File: config.mk
export PLATFORM = sky130hd
export DESIGN_NAME = bpa_ctrl
export DESIGN_NICKNAME = d
export VERILOG_FILES = /design/src/bpa_pkg.sv /design/src/bpa_ctrl.sv
export VERILOG_INCLUDE_DIRS = /design/src /design/src/src
export SDC_FILE = /design/constraint.sdc
export NUM_CORES = 1
export LEC_CHECK = 0
export BUFFER_PORTS_ARGS = -buffer_cell sky130_fd_sc_hd__buf_4
export CORE_UTILIZATION = 40
export DETAILED_ROUTE_END_ITERATION = 16
export PLACE_DENSITY = 0.71
export SLEW_MARGIN = 20
export SYNTH_ARGS = -nofsm -noshare
export SYNTH_HDL_FRONTEND = slang
export SYNTH_SLANG_ARGS = --single-unit
File: constraint.sdc
create_clock -name clk -period 1.8 [get_ports clk]
set_input_delay 0.54 -clock clk [delete_from_list [all_inputs] [get_ports clk]]
set_output_delay 0.54 -clock clk [all_outputs]
set_load 0.05 [all_outputs]
File: src/buddy_page_allocator_macros.svh
// ----------------------------------------------------------------------------
// Buddy page allocator assertion macros
// Shared assertion shorthands, clocked on clk and disabled during reset.
// ----------------------------------------------------------------------------
`ifndef BUDDY_PAGE_ALLOCATOR_MACROS_SVH
`define BUDDY_PAGE_ALLOCATOR_MACROS_SVH
`ifndef SYNTHESIS
`define BPA_ASSERT_NOW(lbl, ante, cons) \
  lbl: assert property (@(posedge clk) disable iff (!rst_n) (ante) |-> (cons)) \
    else $error("assertion failed");
`define BPA_ASSERT_NEXT(lbl, ante, cons) \
  lbl: assert property (@(posedge clk) disable iff (!rst_n) (ante) |=> (cons)) \
    else $error("assertion failed");
`else
`define BPA_ASSERT_NOW(lbl, ante, cons)
`define BPA_ASSERT_NEXT(lbl, ante, cons)
`endif
`endif

File: src/bpa_pkg.sv
// ----------------------------------------------------------------------------
// Buddy page allocator package
// Widths, codes, sequencer states and the controller/datapath bundles.
// ----------------------------------------------------------------------------
`timescale 1ns / 1ps
`default_nettype none
package bpa_pkg;
  localparam int PAGE_COUNT  = 4096;
  localparam int ORDER_COUNT = 11;
  localparam int PAGE_W      = 12;
  localparam int ORD_W       = 4;
  localparam int CNT_W       = 13;
  localparam int SWP_W       = ORDER_COUNT - 1;

  localparam logic [1:0] CMD_ALLOC = 2'd0;
  localparam logic [1:0] CMD_FREE  = 2'd1;
  localparam logic [1:0] CMD_SEED  = 2'd2;
  localparam logic [1:0] CMD_NONE  = 2'd3;

  localparam logic [1:0] ST_OK    = 2'd0;
  localparam logic [1:0] ST_NOBLK = 2'd1;
  localparam logic [1:0] ST_DUP   = 2'd2;
  localparam logic [1:0] ST_BAD   = 2'd3;

  typedef enum logic [3:0] {
    S_CLR, S_IDLE, S_DEC, S_FR_CHK, S_SEED, S_MG_RD, S_MG_CHK, S_REL_W,
    S_PUSH, S_PUSH_RD, S_PUSH_W1, S_PUSH_W2, S_ARM_RD, S_ARM_WR, S_SPLIT, S_FIN
  } st_t;

  typedef struct packed {
    st_t  st;
    logic take_in;
    logic load_out;
  } ctl_t;

  typedef struct packed {
    logic bad;
    logic alloc_none;
    logic is_alloc;
    logic is_seed;
    logic ref_set;
    logic merge_ok;
    logic at_top;
    logic split_more;
    logic tgt_empty;
    logic sweep_last;
    logic clr_last;
    logic out_free;
  } sts_t;
endpackage
`default_nettype wire

File: src/bpa_ctrl.sv
// ----------------------------------------------------------------------------
// Buddy page allocator controller
// Sequencer that steps the datapath through clear, alloc, free and seed.
// ----------------------------------------------------------------------------
`timescale 1ns / 1ps
`default_nettype none
`include "buddy_page_allocator_macros.svh"
module bpa_ctrl (
  input  wire logic          clk,
  input  wire logic          rst_n,
  input  wire logic          in_tvalid,
  output logic               in_tready,
  input  wire bpa_pkg::sts_t sts,
  output bpa_pkg::ctl_t      ctl
);
  bpa_pkg::st_t state_r, state_nxt;

  always_ff @(posedge clk) begin
    if (!rst_n) begin
      state_r <= bpa_pkg::S_CLR;
    end else begin
      state_r <= state_nxt;
    end
  end

  always_comb begin
    state_nxt    = state_r;
    in_tready    = 1'b0;
    ctl.st       = state_r;
    ctl.take_in  = 1'b0;
    ctl.load_out = 1'b0;
    case (state_r)
      bpa_pkg::S_CLR: begin
        if (sts.clr_last) state_nxt = bpa_pkg::S_IDLE;
      end
      bpa_pkg::S_IDLE: begin
        in_tready = 1'b1;
        if (in_tvalid) begin
          ctl.take_in = 1'b1;
          state_nxt   = bpa_pkg::S_DEC;
        end
      end
      bpa_pkg::S_DEC: begin
        if (sts.bad) state_nxt = bpa_pkg::S_FIN;
        else if (sts.is_alloc)
          state_nxt = sts.alloc_none ? bpa_pkg::S_FIN : bpa_pkg::S_ARM_RD;
        else if (sts.is_seed) state_nxt = bpa_pkg::S_SEED;
        else state_nxt = bpa_pkg::S_FR_CHK;
      end
      bpa_pkg::S_FR_CHK: begin
        state_nxt = sts.ref_set ? bpa_pkg::S_MG_RD : bpa_pkg::S_FIN;
      end
      bpa_pkg::S_SEED: begin
        if (sts.sweep_last) state_nxt = bpa_pkg::S_MG_RD;
      end
      bpa_pkg::S_MG_RD: begin
        state_nxt = sts.at_top ? bpa_pkg::S_REL_W : bpa_pkg::S_MG_CHK;
      end
      bpa_pkg::S_MG_CHK: begin
        state_nxt = sts.merge_ok ? bpa_pkg::S_MG_RD : bpa_pkg::S_REL_W;
      end
      bpa_pkg::S_REL_W: state_nxt = bpa_pkg::S_PUSH;
      bpa_pkg::S_PUSH: begin
        if (!sts.tgt_empty) state_nxt = bpa_pkg::S_PUSH_RD;
        else state_nxt = sts.is_alloc ? bpa_pkg::S_SPLIT : bpa_pkg::S_FIN;
      end
      bpa_pkg::S_PUSH_RD: state_nxt = bpa_pkg::S_PUSH_W1;
      bpa_pkg::S_PUSH_W1: state_nxt = bpa_pkg::S_PUSH_W2;
      bpa_pkg::S_PUSH_W2: begin
        state_nxt = sts.is_alloc ? bpa_pkg::S_SPLIT : bpa_pkg::S_FIN;
      end
      bpa_pkg::S_ARM_RD: state_nxt = bpa_pkg::S_ARM_WR;
      bpa_pkg::S_ARM_WR: state_nxt = bpa_pkg::S_SPLIT;
      bpa_pkg::S_SPLIT: begin
        state_nxt = sts.split_more ? bpa_pkg::S_PUSH : bpa_pkg::S_FIN;
      end
      bpa_pkg::S_FIN: begin
        if (sts.out_free) begin
          ctl.load_out = 1'b1;
          state_nxt    = bpa_pkg::S_IDLE;
        end
      end
      default: state_nxt = bpa_pkg::S_CLR;
    endcase
  end

  `BPA_ASSERT_NEXT(a_take_dec, in_tvalid && in_tready, state_r == bpa_pkg::S_DEC)
  `BPA_ASSERT_NOW(a_clr_exit, state_r == bpa_pkg::S_CLR && state_nxt == bpa_pkg::S_IDLE, sts.clr_last)
  `BPA_ASSERT_NEXT(a_fin_idle, state_r == bpa_pkg::S_FIN && sts.out_free, state_r == bpa_pkg::S_IDLE)
endmodule
`default_nettype wire

==> flow_metrics.env <==
export IMPL_crit_chain="or2b_1 > nor3_4 > and2_4 > buf_8"
export IMPL_first_pass_iters=4
export IMPL_path_delay_family="simple AND/OR/NAND/NOR gates"
export IMPL_path_buf_inv=1
export IMPL_yosys_warnings=0
export IMPL_p_sw_share_pct=48.6
export IMPL_cts_made_buffers=3
export IMPL_setup_slack_ns=-0.0246
export IMPL_cts_max_level=1
export IMPL_placed_cells_incl_taps=103
export IMPL_cp_max_fo=2
export IMPL_p_sw_w=0.000429
export IMPL_synthArstFlopShare_pct=0
export IMPL_finalPower_w=0.000882
export IMPL_place_area_sq_um=707
export IMPL_final_common_cell="buf_4"
export IMPL_min_period_over_period_pct=101
export IMPL_largest_register="state_r"
export IMPL_place_gp_congestion=0.867
export IMPL_die_x_um=38.3
export IMPL_r2r_start="state_r[0]"
export IMPL_worst_hold_path_type="in -> reg"
export IMPL_syn_inst=72
export IMPL_criticalPathCategory="reg -> out"
export IMPL_ys_flop_type="dfxtp_1"
export IMPL_hpwl_mm=1.05
export IMPL_leakage_nw=0.307
export IMPL_ant_nets=0
export IMPL_min_period_ns=1.82
export IMPL_ctsHoldBuffers=0
export IMPL_reg2reg_depth=5
export IMPL_end_kind="output pin"
export IMPL_crit_required_ns=1.26
export IMPL_ir_drop_v=0.000688
export IMPL_critical_path_arrival_ns=1.28
export IMPL_rrSetupSlack_ns=0.35
export IMPL_n_antenna_cell=0
export IMPL_drive_above_1_share_pct=43.2
export IMPL_skew_ns=0.00103
export IMPL_min_to="state_r[0]"
export IMPL_portBuffers=21
export IMPL_syn_area_sq_um=528
export IMPL_slew_limit_headroom_pct=75.5
export IMPL_worstReg2RegEnd="state_r[2]"
export IMPL_drc=0
export IMPL_wl_per_cell_um=14.0
export IMPL_io_pins=22
export IMPL_p_clk_share_pct=13.1
export IMPL_grt_pass1_wl_mm=2.51
export IMPL_finalSetupViolCount=1
export IMPL_tritoncts="yes"
export IMPL_holdPathStages=3
export IMPL_final_cell_mix="buf_4 (23), a21oi_1 (6), inv_1 (5), o21ai_0 (5)"
export IMPL_globalRouteTotalUtil_pct=25.4
export IMPL_violations="setup timing"
export IMPL_ys_seq_area_share_pct=15.2
export IMPL_clockBufferDepth=2
export IMPL_rsz0062_at_grt="yes"
export IMPL_start_kind="flop"
export IMPL_antenna_found_initial=0
export IMPL_p_comb_share_pct=66.5
export IMPL_slowest_delay_ns=0.33
export IMPL_final_setup_tns_ns=-0.0246
export IMPL_syn_avg_cell_area_sq_um=7.33
export IMPL_drt_total_wl_mm=1.53
export IMPL_largestRegisters="state_r: 4 flops"
export IMPL_p_int_w=0.000453
export IMPL_ys_seq_elements=4
export IMPL_outcome="finished, violations left"
export IMPL_fmax_mhz=548
export IMPL_syn_num_nets=87
export IMPL_cts_root_buf="clkbuf_4"
export IMPL_synth_distinct_cells=36
export IMPL_grt_max_degree=23
export IMPL_start_util_pct=45.1
export IMPL_worstHoldStart="rst_n"
export IMPL_fp_dieH_um=38.3
export IMPL_overflow=0
export IMPL_clkSinkCount=4
export IMPL_hold_slack_ns=0.578
export IMPL_clk_pin_slew_ns=0.04
export IMPL_clock_latency_ns=0.24
export IMPL_tightest_slew_ns=0.364
export IMPL_vias=663
export IMPL_finalNonFillerCells=109
export IMPL_placementRows=12
export IMPL_drv_slew=0
export IMPL_drtIter0Drc=23
export IMPL_coreArea_sq_um=1170
export IMPL_fin_nets=112
export IMPL_grt_pass1_vias=565
export IMPL_crit_slowest_cell="dfxtp_4"
export IMPL_drv_cap=0
export IMPL_viasPerCell=6.08
export IMPL_seqPwrFrac_pct=20.3
export IMPL_area_delta_synth_final_pct=46.0
export IMPL_p_per_area_nw_per_um2=1140
export IMPL_hold_viol=0
export IMPL_dieArea_sq_um=1470
export IMPL_stdcell_area_sq_um=771
export IMPL_synth_edf_count=0
export IMPL_largest_register_ffs=4
==> tightest hold or removal path, cell delays in order <==
cell and delay (ns):
buf_4 0.12, o41ai_1 0.07, a31oi_1 0.05
==> logic make-up (layout without fill, tap and decap cells) <==
group,Yosys count,count (layout),share of synthesized area [%]
DFF,4,4,15.2
and+or+nand+nor,27,27,31.3
AOI/OAI and AO/OA,27,27,35.8
xor gates and xnor gates,1,1,1.66
buffers and inverters,12,35,14.0
muxes,1,1,2.13
==> cell type report <==
cell class	instances	area (sq um)
fillers	113	400
multi-input cells	56	395
repair buffers	27	221
flip-flops and latches	4	95.1
clock buffers	3	22.5
inverters	5	18.8
well taps	14	17.5
==> synthesized netlist by cell type, drive strengths merged (2+ instances only) <==
master / instances / area, sq um
a21oi: 6 / 30.0
a31oi: 3 / 18.8
and2: 2 / 12.5
buf: 7 / 55.1
dfxtp: 4 / 80.1
inv: 5 / 18.8
nand3: 2 / 10.0
nand4: 2 / 12.5
nor2: 5 / 18.8
nor2b: 3 / 18.8
nor3: 4 / 20.0
nor4: 2 / 12.5
o21ai: 5 / 25.0
o41ai: 2 / 17.5
or2: 2 / 15.0
==> power groups by stage <==
stage / clock network, W / logic (W) / registers, W
5_1_grt: 0.000132 / 0.000627 / 0.000185
6_report: 0.000116 / 0.000587 / 0.000179
3_5_place_dp: 0 / 0.000539 / 0.000177
2_1_floorplan: 0 / 0.000431 / 0.000207
4_1_cts: 0.000122 / 0.000569 / 0.000178
3_3_place_gp: 0 / 0.000538 / 0.000176
==> per-layer routing <==
metal	vias to the layer above	wire (um)	track usage, %
li1	325	-	-
met1	296	657	33.2
met2	38	721	34.7
met3	4	118	9.30
met4	0	30	15.5
met5	-	0	0
==> how the worst max path moves through the flow <==
stage | slack [ns] | start | to | depth (start not counted)
finish | -0.02 | state_r[0] | ctl[1] | 4
global route | -0.07 | state_r[0] | ctl[1] | 4
CTS | -0.03 | state_r[0] | ctl[1] | 4
detailed placement | 0.18 | state_r[0] | ctl[0] | 4
global placement | 0.21 | state_r[0] | ctl[1] | 4
floorplan | -0.26 | state_r[0] | ctl[1] | 3
==> per-stage QoR <==
stage          util [%]  setup slack [ns]
3_5_place_dp       60.4             0.183
2_1_floorplan         -            -0.257
6_report           65.8           -0.0246
3_3_place_gp       60.4             0.208
4_1_cts            64.9           -0.0348
5_1_grt            65.8           -0.0731
==> repair_timing <==
item / in CTS / in global routing
setup buffers: 2 / 1
pin swaps: 2 / 1
gates resized for setup: 4 / 1
setup endpoints to repair: 2 / 2
(Power assumes the default switching activity.)
